### config.mk
export PLATFORM = sky130hd
export DESIGN_NAME = timing_display_frame_decoder_flat
export DESIGN_NICKNAME = d
export VERILOG_FILES = /design/src/hw/rtl/tdfd_pkg.sv /design/src/hw/rtl/tdfd_byte_if.sv /design/src/hw/rtl/tdfd_row_if.sv /design/src/hw/rtl/tdfd_ram.sv /design/src/hw/rtl/tdfd_ctrl.sv /design/src/hw/rtl/tdfd_dp.sv /design/src/hw/rtl/timing_display_frame_decoder.sv /design/src/flat_wrapper.sv
export SDC_FILE = /design/constraint.sdc
export NUM_CORES = 2
export LEC_CHECK = 0
export ABC_CLOCK_PERIOD_IN_PS = 10900
export BUFFER_PORTS_ARGS = -buffer_cell sky130_fd_sc_hd__buf_2
export CAP_MARGIN = 25
export CORE_UTILIZATION = 32
export DETAILED_ROUTE_END_ITERATION = 16
export SLEW_MARGIN = 25
export SYNTH_ARGS = -nofsm -noshare
export SYNTH_HDL_FRONTEND = slang
export SYNTH_SLANG_ARGS = --single-unit
### constraint.sdc
create_clock -name clk -period 10.9 [get_ports clk]
set_input_delay 2.725 -clock clk [delete_from_list [all_inputs] [get_ports clk]]
set_output_delay 2.725 -clock clk [all_outputs]
set_load 0.02 [all_outputs]
### src/hw/rtl/tdfd_pkg.sv
// Constants, channel length table and control types of the frame decoder.
package tdfd_pkg;

  localparam int NUM_CHANNELS = 32;
  localparam int ROW_DIGITS   = 16;
  localparam int FRAME_DEPTH  = 9;
  localparam int CHAN_W       = $clog2(NUM_CHANNELS);
  localparam int ROW_W        = 4 * ROW_DIGITS;
  localparam int COUNT_W      = 4;
  localparam logic [ROW_W-1:0] ROW_RESET = {ROW_DIGITS{4'h1}};

  // Frame length in bytes, address word included; zero means never closes.
  function automatic logic [COUNT_W-1:0] chan_len(input logic [CHAN_W-1:0] ch);
    logic [COUNT_W-1:0] len;
    case (ch)
      5'd0:                                   len = 4'd7;
      5'd1, 5'd2, 5'd3, 5'd4, 5'd5, 5'd6,
      5'd7, 5'd8, 5'd9, 5'd10, 5'd12, 5'd14,
      5'd15, 5'd17, 5'd18:                    len = 4'd9;
      5'd22:                                  len = 4'd5;
      default:                                len = 4'd0;
    endcase
    return len;
  endfunction

  typedef struct packed {
    logic take;    // input byte transfer this cycle
    logic commit;  // merge row, write back and load the result register
  } tdfd_cmd_t;

  typedef struct packed {
    logic close_hit;  // incoming byte closes a complete frame
    logic out_busy;   // result register still held by the receiver
  } tdfd_sts_t;

endpackage

### src/hw/rtl/tdfd_byte_if.sv
// Byte stream channel: valid/ready handshake carrying one received byte.
interface tdfd_byte_if;
  logic       valid;
  logic       ready;
  logic [7:0] rx_byte;

  modport source (output valid, output rx_byte, input ready);
  modport sink   (input valid, input rx_byte, output ready);
endinterface

### src/hw/rtl/tdfd_row_if.sv
// Result channel: valid/ready handshake carrying a channel and its digit row.
interface tdfd_row_if;
  logic        valid;
  logic        ready;
  logic [4:0]  channel;
  logic [63:0] row_digits;

  modport source (output valid, output channel, output row_digits, input ready);
  modport sink   (input valid, input channel, input row_digits, output ready);
endinterface

### src/hw/rtl/tdfd_ram.sv
// Generic single-write, single-read RAM with registered read data.
module tdfd_ram #(
  parameter int WIDTH = 8,
  parameter int DEPTH = 32
) (
  input  logic                     clk,
  input  logic                     we,
  input  logic [$clog2(DEPTH)-1:0] waddr,
  input  logic [WIDTH-1:0]         wdata,
  input  logic                     re,
  input  logic [$clog2(DEPTH)-1:0] raddr,
  output logic [WIDTH-1:0]         rdata
);

  logic [WIDTH-1:0] mem [DEPTH];

  always_ff @(posedge clk) begin
    if (we) begin
      mem[waddr] <= wdata;
    end
    if (re) begin
      rdata <= mem[raddr];
    end
  end

endmodule

### src/hw/rtl/tdfd_ctrl.sv
// Controller: accepts bytes and sequences the row read-merge-write on frame close.
module tdfd_ctrl (
  input  logic               clk,
  input  logic               rst,
  input  logic               rx_valid,
  output logic               rx_ready,
  input  tdfd_pkg::tdfd_sts_t sts,
  output tdfd_pkg::tdfd_cmd_t cmd
);
  import tdfd_pkg::*;

  typedef enum logic [0:0] {
    IDLE,
    MERGE
  } state_t;

  state_t state;

  always_comb begin
    rx_ready   = (state == IDLE);
    cmd.take   = rx_valid && rx_ready;
    cmd.commit = (state == MERGE) && !sts.out_busy;
  end

  always_ff @(posedge clk) begin
    if (rst) begin
      state <= IDLE;
    end else begin
      case (state)
        IDLE: begin
          if (cmd.take && sts.close_hit) begin
            state <= MERGE;
          end
        end
        MERGE: begin
          if (cmd.commit) begin
            state <= IDLE;
          end
        end
        default: begin
          state <= IDLE;
        end
      endcase
    end
  end

endmodule

### src/hw/rtl/tdfd_dp.sv
// Datapath: frame parser, frame byte buffer, row store and result register.
module tdfd_dp (
  input  logic                               clk,
  input  logic                               rst,
  input  logic [7:0]                         rx_byte,
  input  tdfd_pkg::tdfd_cmd_t                cmd,
  output tdfd_pkg::tdfd_sts_t                sts,
  input  logic                               out_ready,
  output logic                               out_valid,
  output logic [tdfd_pkg::CHAN_W-1:0]        channel,
  output logic [tdfd_pkg::ROW_W-1:0]         row_digits
);
  import tdfd_pkg::*;

  logic                 in_frame;
  logic [COUNT_W-1:0]   byte_count;
  logic [CHAN_W-1:0]    cur_channel;
  logic                 cur_half;
  logic [7:0]           frame_bytes [1:FRAME_DEPTH-1];

  logic [CHAN_W-1:0]    close_channel;
  logic                 close_half;
  logic [COUNT_W-1:0]   close_len;
  logic [NUM_CHANNELS-1:0] row_valid;

  logic [ROW_W-1:0]     row_rdata;
  logic [ROW_W-1:0]     row_base;
  logic [ROW_W-1:0]     row_merged;
  logic [COUNT_W-1:0]   cur_len;

  assign cur_len = chan_len(cur_channel);

  always_comb begin
    sts.close_hit = rx_byte[7] && in_frame && (cur_len != '0) && (byte_count == cur_len);
    sts.out_busy  = out_valid && !out_ready;
  end

  // Parser state and frame buffer
  always_ff @(posedge clk) begin
    if (rst) begin
      in_frame    <= 1'b0;
      byte_count  <= '0;
      cur_channel <= '0;
      cur_half    <= 1'b0;
    end else if (cmd.take) begin
      if (rx_byte[7]) begin
        in_frame    <= 1'b1;
        byte_count  <= COUNT_W'(1);
        cur_half    <= rx_byte[0];
        cur_channel <= ~rx_byte[5:1];
      end else if (in_frame) begin
        byte_count <= byte_count + COUNT_W'(1);
        // ninth data byte overflows the buffer and kills the frame
        if (byte_count == COUNT_W'(FRAME_DEPTH)) begin
          in_frame <= 1'b0;
        end
      end
    end
  end

  always_ff @(posedge clk) begin
    if (cmd.take && !rx_byte[7] && in_frame) begin
      for (int k = 1; k < FRAME_DEPTH; k++) begin
        if (byte_count == COUNT_W'(k)) begin
          frame_bytes[k] <= rx_byte;
        end
      end
    end
  end

  // Snapshot of the closing frame; buffer entries stay intact until next data byte
  always_ff @(posedge clk) begin
    if (cmd.take && rx_byte[7]) begin
      close_channel <= cur_channel;
      close_half    <= cur_half;
      close_len     <= cur_len;
    end
  end

  tdfd_ram #(
    .WIDTH (ROW_W),
    .DEPTH (NUM_CHANNELS)
  ) u_row_ram (
    .clk   (clk),
    .we    (cmd.commit),
    .waddr (close_channel),
    .wdata (row_merged),
    .re    (cmd.take),
    .raddr (cur_channel),
    .rdata (row_rdata)
  );

  // Rows never written read as the reset pattern
  always_ff @(posedge clk) begin
    if (rst) begin
      row_valid <= '0;
    end else if (cmd.commit) begin
      row_valid[close_channel] <= 1'b1;
    end
  end

  assign row_base = row_valid[close_channel] ? row_rdata : ROW_RESET;

  // Per-digit merge; later bytes of the frame take priority
  always_comb begin
    row_merged = row_base;
    for (int i = 0; i < ROW_DIGITS; i++) begin
      for (int k = 1; k < FRAME_DEPTH; k++) begin
        if ((COUNT_W'(k) < close_len) &&
            ({frame_bytes[k][6:4], close_half} == 4'(i))) begin
          row_merged[4*i +: 4] = ~frame_bytes[k][3:0];
        end
      end
    end
  end

  // Result register
  always_ff @(posedge clk) begin
    if (rst) begin
      out_valid <= 1'b0;
    end else if (cmd.commit) begin
      out_valid <= 1'b1;
    end else if (out_ready) begin
      out_valid <= 1'b0;
    end
  end

  always_ff @(posedge clk) begin
    if (cmd.commit) begin
      channel    <= close_channel;
      row_digits <= row_merged;
    end
  end

endmodule

### src/hw/rtl/timing_display_frame_decoder.sv
// Top level of the timing display frame decoder.
// Takes one byte per transfer on rx. A byte with bit 7 set is an address word
// (channel = inverted bits 5:1, half = bit 0); data bytes after it are buffered.
// When the next address word arrives and the open frame has its channel's
// fixed length, each data byte writes its inverted low nibble into the
// channel's 16-digit row and the updated row is sent on frame. Data bytes and
// non-closing address words are taken back to back; a closing address word
// reads the row store, then the MERGE state merges and writes back the row
// and loads the result register, waiting while the receiver still holds the
// previous result; rx is not ready meanwhile. Rows live in a 32 x 64 RAM with
// one valid flag per row, so no clearing pass is needed after reset.
module timing_display_frame_decoder (
  input logic          clk,
  input logic          rst,
  tdfd_byte_if.sink    rx,
  tdfd_row_if.source   frame
);
  import tdfd_pkg::*;

  tdfd_cmd_t cmd;
  tdfd_sts_t sts;

  tdfd_ctrl u_ctrl (
    .clk      (clk),
    .rst      (rst),
    .rx_valid (rx.valid),
    .rx_ready (rx.ready),
    .sts      (sts),
    .cmd      (cmd)
  );

  tdfd_dp u_dp (
    .clk        (clk),
    .rst        (rst),
    .rx_byte    (rx.rx_byte),
    .cmd        (cmd),
    .sts        (sts),
    .out_ready  (frame.ready),
    .out_valid  (frame.valid),
    .channel    (frame.channel),
    .row_digits (frame.row_digits)
  );

endmodule

### src/flat_wrapper.sv
// flat-port wrapper written by rule: the top's interface ports become plain ports
module timing_display_frame_decoder_flat import tdfd_pkg::*;
  (clk, rst, rx_valid, rx_rx_byte, rx_ready, frame_valid, frame_channel, frame_row_digits, frame_ready);
  tdfd_byte_if rx_i ();
  tdfd_row_if frame_i ();
  input logic clk;
  input logic rst;
  input wire logic [$bits(rx_i.valid)-1:0] rx_valid;
  input wire logic [$bits(rx_i.rx_byte)-1:0] rx_rx_byte;
  output wire logic [$bits(rx_i.ready)-1:0] rx_ready;
  output wire logic [$bits(frame_i.valid)-1:0] frame_valid;
  output wire logic [$bits(frame_i.channel)-1:0] frame_channel;
  output wire logic [$bits(frame_i.row_digits)-1:0] frame_row_digits;
  input wire logic [$bits(frame_i.ready)-1:0] frame_ready;
  assign rx_i.valid = rx_valid;
  assign rx_i.rx_byte = rx_rx_byte;
  assign rx_ready = rx_i.ready;
  assign frame_valid = frame_i.valid;
  assign frame_channel = frame_i.channel;
  assign frame_row_digits = frame_i.row_digits;
  assign frame_i.ready = frame_ready;
  timing_display_frame_decoder u_core (.clk(clk), .rst(rst), .rx(rx_i), .frame(frame_i));
endmodule
### Yosys cells after proc, flatten, opt, wreduce, memory -nomap -nowiden

Memories as Yosys holds them, arrays and structs flattened. A register that Yosys moved wholly into a read port is not among the register bits.
Index checks and enable logic that the tools add are counted.

| operators by class | value |
|---|---|
| add/subtract/negate cells | 1 |
| multiply operators | 0 |
| divide/modulo/power cells | 0 |
| $lt $le $gt $ge | 10 |
| eq/ne operators | 130 |
| shifts and indexed selects | 0 |
| multiplexer cells | 192 |
| bitwise logic cells | 11 |
| reduce and logical (&&, ||, !) cells | 162 |

Operators with widths:

| operator | count |
|---|---|
| $mux W4 | 137 |
| $eq A4 B4 Y1 const B | 66 |
| $eq A4 B3 Y1 const B | 36 |
| $logic_and A1 B1 Y1 | 139 |
| $eq A4 B2 Y1 const B | 18 |
| $mux W64 | 1 |
| $mux W8 | 7 |
| $reduce_or A8 Y1 | 7 |
| $mux W1 | 42 |
| $eq A4 B1 Y1 const B | 9 |
| $logic_not A4 Y1 | 8 |
| $not A4 Y4 | 8 |
| $or A32 B32 Y32 | 1 |
| $lt A3 B4 Y1 const A | 4 |
| $mux W5 | 2 |
| $lt A2 B4 Y1 const A | 2 |
| $lt A5 B6 Y1 const B | 1 |
| $bmux W1 S5 | 1 |
| $demux W1 S5 | 1 |
| $ge A5 B1 Y1 const B | 1 |
| $not A5 Y5 | 1 |
| $add A4 B1 Y4 const B | 1 |
| $eq A4 B4 Y1 | 1 |
| $lt A1 B4 Y1 const A | 1 |
| other kinds (7) | 11 |

| storage, ports and cells | value |
|---|---|
| flip-flop bits (word level) | 124 |
| latch bits | 0 |
| RAM bits | 2112 |
| memory bits (read-only) | 128 |
| input port bits | 12 |
| output and inout bits | 71 |
| word-level logic and storage cells | 521 |
| memories kept | 3 |

Memory list:

| memory | depth | width | read ports | clocked after memory_dff | wr ports | line | source |
|---|---|---|---|---|---|---|---|
| u_core.u_dp.u_row_ram.mem | 32 | 64 | 1 | 1 | 1 | tdfd_ram.sv:15 | `logic [WIDTH-1:0] mem [DEPTH];` |
| (no name shown) | 32 | 4 | 1 | 1 | 0 | tdfd_pkg.sv:15 | `case (ch)` |
| u_core.u_dp.frame_bytes | 8 | 8 | 8 | 0 | 1 | tdfd_dp.sv:19 | `logic [7:0] frame_bytes [1:FRAME_DEPTH-1];` |

### Longest topological paths before layout

| depth | value |
|---|---|
| depth after elaboration | 14 |
| depth in mapped cells | 11 |
| mapped depth without buffers | 8 |

### Modules after synthesis

A second synthesis with hierarchy kept.

| second synthesis, totals | value |
|---|---|
| cell total of the unflattened synthesis | 4807 |
| area, all modules | 93443.4 um^2 |

Modules (own cells, without submodules):

| module | instances | cells each | area each (um^2) | sequential area each (um^2) |
|---|---|---|---|---|
| tdfd_ram | 1 | 3096 | 79605.1 | 63420.8 |
| tdfd_dp | 1 | 1704 | 13785.7 | 5014.8 |
| tdfd_ctrl | 1 | 7 | 52.6 | 20.0 |

### Worst setup path before layout

OpenSTA, ideal clock, no wires.

| path | value |
|---|---|
| path kind | input -> register |
| start point | input port frame_ready |
| end point | memory u_core.u_dp.u_row_ram.mem[29][0] (netlist name), enable pin |
| setup time | 0.488 ns |
| arrival time | 8.454 ns |
| data required time | 10.412 ns |
| setup slack | 1.958 ns |
| cell stages on the path | 5 |
| buffers on the path | 1 |
| path through | nand2b_1 -> and2_1 -> clkbuf_1 -> nand3b_1 -> nor2_1 |

| on the way | value |
|---|---|
| word-level cells in the longest chain between the ends | 6 |

RTL lines:

| element | line | source |
|---|---|---|
| start, declared | flat_wrapper.sv:14 | `input wire logic [$bits(frame_i.ready)-1:0] frame_ready;` |
| $logic_not A1 Y1 | tdfd_dp.sv:35 | `sts.out_busy = out_valid && !out_ready;` |
| $logic_and A1 B1 Y1 | tdfd_dp.sv:35 |  |
| $logic_not A1 Y1 | tdfd_ctrl.sv:22 | `cmd.commit = (state == MERGE) && !sts.out_busy;` |
| $logic_and A1 B1 Y1 | tdfd_ctrl.sv:22 |  |
| via u_core.u_dp.u_row_ram.we | tdfd_ram.sv:7 | `input logic we,` |
| $mux W1 | tdfd_ram.sv:18 | `if (we) begin` |
| $mux W1 (not written as such) | tdfd_ram.sv:19 | `mem[waddr] <= wdata;` |
| end, declared | tdfd_ram.sv:15 |  |

The timed path passes the listed nets, and every way through them passes these cells.

### Worst setup path in the final report

| path | value |
|---|---|
| start point | input port frame_ready |
| end point | memory u_core.u_dp.u_row_ram.mem[23][50] (netlist name), enable pin |

| on the way | value |
|---|---|
| word-level cells in the longest chain between the ends | 6 |

RTL lines:

| element | line |
|---|---|
| $logic_not A1 Y1 | tdfd_dp.sv:35 |
| $logic_and A1 B1 Y1 | tdfd_dp.sv:35 |
| $logic_not A1 Y1 | tdfd_ctrl.sv:22 |
| $logic_and A1 B1 Y1 | tdfd_ctrl.sv:22 |
| $mux W1 | tdfd_ram.sv:18 |
| $mux W1 (not written as such) | tdfd_ram.sv:19 |

No other way between the ends.

==> impl_metrics.py <==
metrics = {
    "floorplanning": {
        "fp.dieH_um": 540.9,
        "die_area_um2": 292600,
        "die_w_um": 540.9,
        "rows": 197,
        "core-area_um2": 288400,
        "initial_core_util_pct": 32.23,
        "io_pins": 83,
    },
    "hold_path": {
        "hp-start": "u_core.u_dp.cur_half$_SDFFE_PP0P_",
        "hold_class": "reg2reg",
    },
    "clock_tree": {
        "postCtsResizedCells": 0,
        "clockBufferDepth": 3,
        "cts_tree": "done",
        "cts-buffers-inserted": 226,
        "cts_sinks": 2296,
        "clkSlewWorstSetupHoldPaths_ns": 0.06,
        "post-cts-setup-buffer-count": 0,
        "clock_latency_ns": 0.90,
        "h-tree-depth": 4,
        "hold_buffers": 0,
        "clockRootBuffer": "clkbuf_16",
    },
    "timing": {
        "maxSlewViolCount": 0,
        "rsz0062_at_grt": "false",
        "max_freq_mhz": 177.5,
        "timing.final.crit_share_pct": 51.70,
        "final.setup.tns_ns": 0,
        "period_needed_ns": 5.635,
        "fin_skew_ns": 0.07030,
        "maxSlewHeadroom_pct": 23.99,
        "worstMarginPinSlew_ns": 1.135,
        "setup_violations": 0,
        "hold_viol": 0,
    },
    "yosys": {
        "ys_seq_area_share_pct": 73.65,
        "synth_mux_area_share_pct": 16.59,
        "synthesis.nets": 4707,
        "synth_top_family_by_area": "multiplexers",
        "yosys.area_share.simple_pct": 4.137,
        "synth_cells": 4686,
        "ys_types": 85,
        "synth-compound-area-share_pct": 4.076,
        "netlist_area_um2": 92950,
        "synth_async_sr_flop_share_pct": 0,
        "synthAdderAreaFrac_pct": 0.1212,
        "synth_xor_area_share_pct": 0.02827,
        "synth_ff_type": "edfxtp_1",
        "ys_ff_latch": 2296,
        "yosysWarnings": 0,
        "postSynthAreaPerCell_um2": 19.83,
        "synth-edff-count": 2247,
    },
    "detailed_routing": {
        "viasPerCell": 5.638,
        "drt_first_pass_iters": 6,
        "ant_nets": 0,
        "wl_per_cell_um": 32.57,
        "routed_wl_mm": 289.6,
        "drc_errors": 0,
        "drtIter0Drc": 6370,
        "vias": 50133,
    },
    "setup_path": {
        "worst_ep_arrival_time_ns": 6.12,
        "cp-end-kind": "flop",
        "critPathMaxFanout": 43,
        "critPathRequiredTime_ns": 11.38,
        "worstSetupStartpointType": "primary input",
        "timing.rr.start": "u_core.u_dp.close_channel[1]$_DFFE_PP_",
        "crit_type": "in2reg",
        "critPathLaunch": "frame_ready",
    },
    "final_layout": {
        "area_growth_syn_to_layout_pct": 15.23,
        "final_cell_mix": "edfxtp_1, mux4_2, clkbuf_16, nor2_1, buf_4",
        "layout.cells.non_filler": 8892,
        "drive_above_1_share_pct": 28.31,
        "final_common_cell": "edfxtp_1",
        "fill_cells": 26160,
        "ff_latch_area_um2": 68470,
        "nets": 4923,
        "multi_input_area_um2": 24010,
    },
    "power_and_ir_drop": {
        "cell_internal_pwr_w": 0.01467,
        "p_leak_nw": 32.35,
        "pwr-share-comb_pct": 6.1,
        "ir_drop_uv": 188.1,
        "powerDensity_nw_per_um2": 176.2,
        "clkPwrFrac_pct": 41.7,
        "p_sw_w": 0.004200,
        "seq_power_share_pct": 52.2,
        "p_sw_share_pct": 22.25,
    },
    "placed_design": {
        "dp_cells": 8448,
        "gp_congestion": 0.9854,
        "hpwl_mm": 177.2,
        "portBuffers": 82,
    },
    "run_status": {
        "status": "completed",
    },
    "global_route": {
        "grt_pass1_vias": 49169,
        "gr-max-usage-layer": "met2",
        "globalRouteOverflowTotal": 0,
        "grt_max_degree": 131,
        "grtUsageTotal_pct": 19.53,
        "grtUsageMet1_pct": 28.15,
        "use_met2_pct": 29.75,
        "grt_pass1_wl_mm": 401.1,
        "gr-usage-met3_pct": 3.423,
        "antenna_found_initial": 39,
    },
    "flow_run": {
        "cap_violations": 0,
    },
}
registers in the layout (all words and copies together) (netlist names):
signal                       flops
u_core.u_dp.in_frame             1
u_core.u_dp.cur_half             1
u_core.u_dp.close_channel        5
u_core.u_ctrl.state              1
u_core.u_dp.cur_channel          5
u_core.u_dp.u_row_ram.mem     2048
u_core.u_dp.row_digits          64
u_core.u_dp.u_row_ram.rdata     64
u_core.u_dp.close_len            4
u_core.u_dp.frame_bytes         56
u_core.u_dp.row_valid           32
u_core.u_dp.out_valid            1
u_core.u_dp.close_half           1
u_core.u_dp.cur_len              4
u_core.u_dp.channel              5
u_core.u_dp.byte_count           4
stage by stage:
stage	hold WS, ns	area, µm²	setup slack, ns	total power (W)	util (%)
3_3_place_gp	0.4160	99110	4.300	0.01117	34.37
5_1_grt	0.4495	107100	5.089	0.01940	37.13
6_report	0.4287	107100	5.265	0.01887	37.14
2_1_floorplan	0.4029	92950	1.958	0.01067	-
4_1_cts	0.4294	106900	5.196	0.01903	37.06
3_5_place_dp	0.4201	99300	4.259	0.01119	34.43
synthesized netlist by cell type (18+ instances only):
cell type,number,share of area [%]
a211oi_1,26,0.21
a21oi_1,84,0.45
a311oi_1,23,0.22
a31oi_1,37,0.25
and2_1,26,0.18
and3_1,22,0.15
buf_1,61,0.25
clkbuf_1,194,0.78
dfxtp_1,49,1.1
edfxtp_1,2247,73
inv_1,45,0.18
mux2_2,69,0.84
mux2i_1,18,0.19
mux4_2,641,16
nand2_1,141,0.57
nand2b_1,19,0.13
nand3_1,71,0.38
nand4_1,28,0.19
nor2_1,242,0.98
nor2b_1,20,0.13
nor3_1,77,0.41
nor4_1,20,0.13
o2111ai_1,18,0.17
o211ai_1,29,0.23
o21ai_0,121,0.65
o221ai_1,37,0.35
o22ai_1,21,0.14
or3_1,32,0.22
logic make-up after synthesis:
family / after synthesis
AOI/OAI and AO/OA: 547
buffers and inverters: 327
xor gates and xnor gates: 3
DFF: 2296
adders and majority gates: 9
and+or+nand+nor: 774
muxes: 730
final cells by class:
type	instances	share of cell area [%]
Sequential cell	2296	63.94
Multi-Input combinational cell	2063	22.41
Clock buffer	280	5.583
Tap cell	3781	4.417
Timing Repair Buffer	268	1.978
Clock inverter	147	1.483
Inverter	47	0.1671
Antenna cell	10	0.02337
worst paths after layout:
kind | end | slack, ns | depth (start not counted)
worst max-delay path | u_core.u_dp.u_row_ram.mem[23][50]$_DFFE_PP_ | 5.26 | 6
worst min register to register | u_core.u_dp.close_half$_DFFE_PP_ | 0.43 | 0
worst max register to register | u_core.u_dp.u_row_ram.mem[0][58]$_DFFE_PP_ | 6.32 | 7
worst min-delay path | u_core.u_dp.close_half$_DFFE_PP_ | 0.43 | 0
per-layer routing:
layer,share of wire [%],routed length [µm],vias to the layer above
li1,-,-,20208
met1,43,123800,26951
met2,45,131700,2469
met3,8.1,23460,499
met4,3.6,10550,6
met5,0.013,37,-
critical path: stages:
cell and delay [ns]:
buf_2 0.07, nand2b_1 0.14, and2_4 0.48, nand3_1 0.71, nor2_4 1.06, buf_4 0.80
power groups by stage:
stage               sequential, W  clock [W]  combinational, W
floorplan                  0.0100          0          0.000666
global placement           0.0100          0           0.00112
detailed placement         0.0100          0           0.00114
CTS                       0.00986    0.00803           0.00115
global route              0.00985    0.00833           0.00121
finish                    0.00986    0.00787           0.00115
Power figures use the tool's default switching activity.
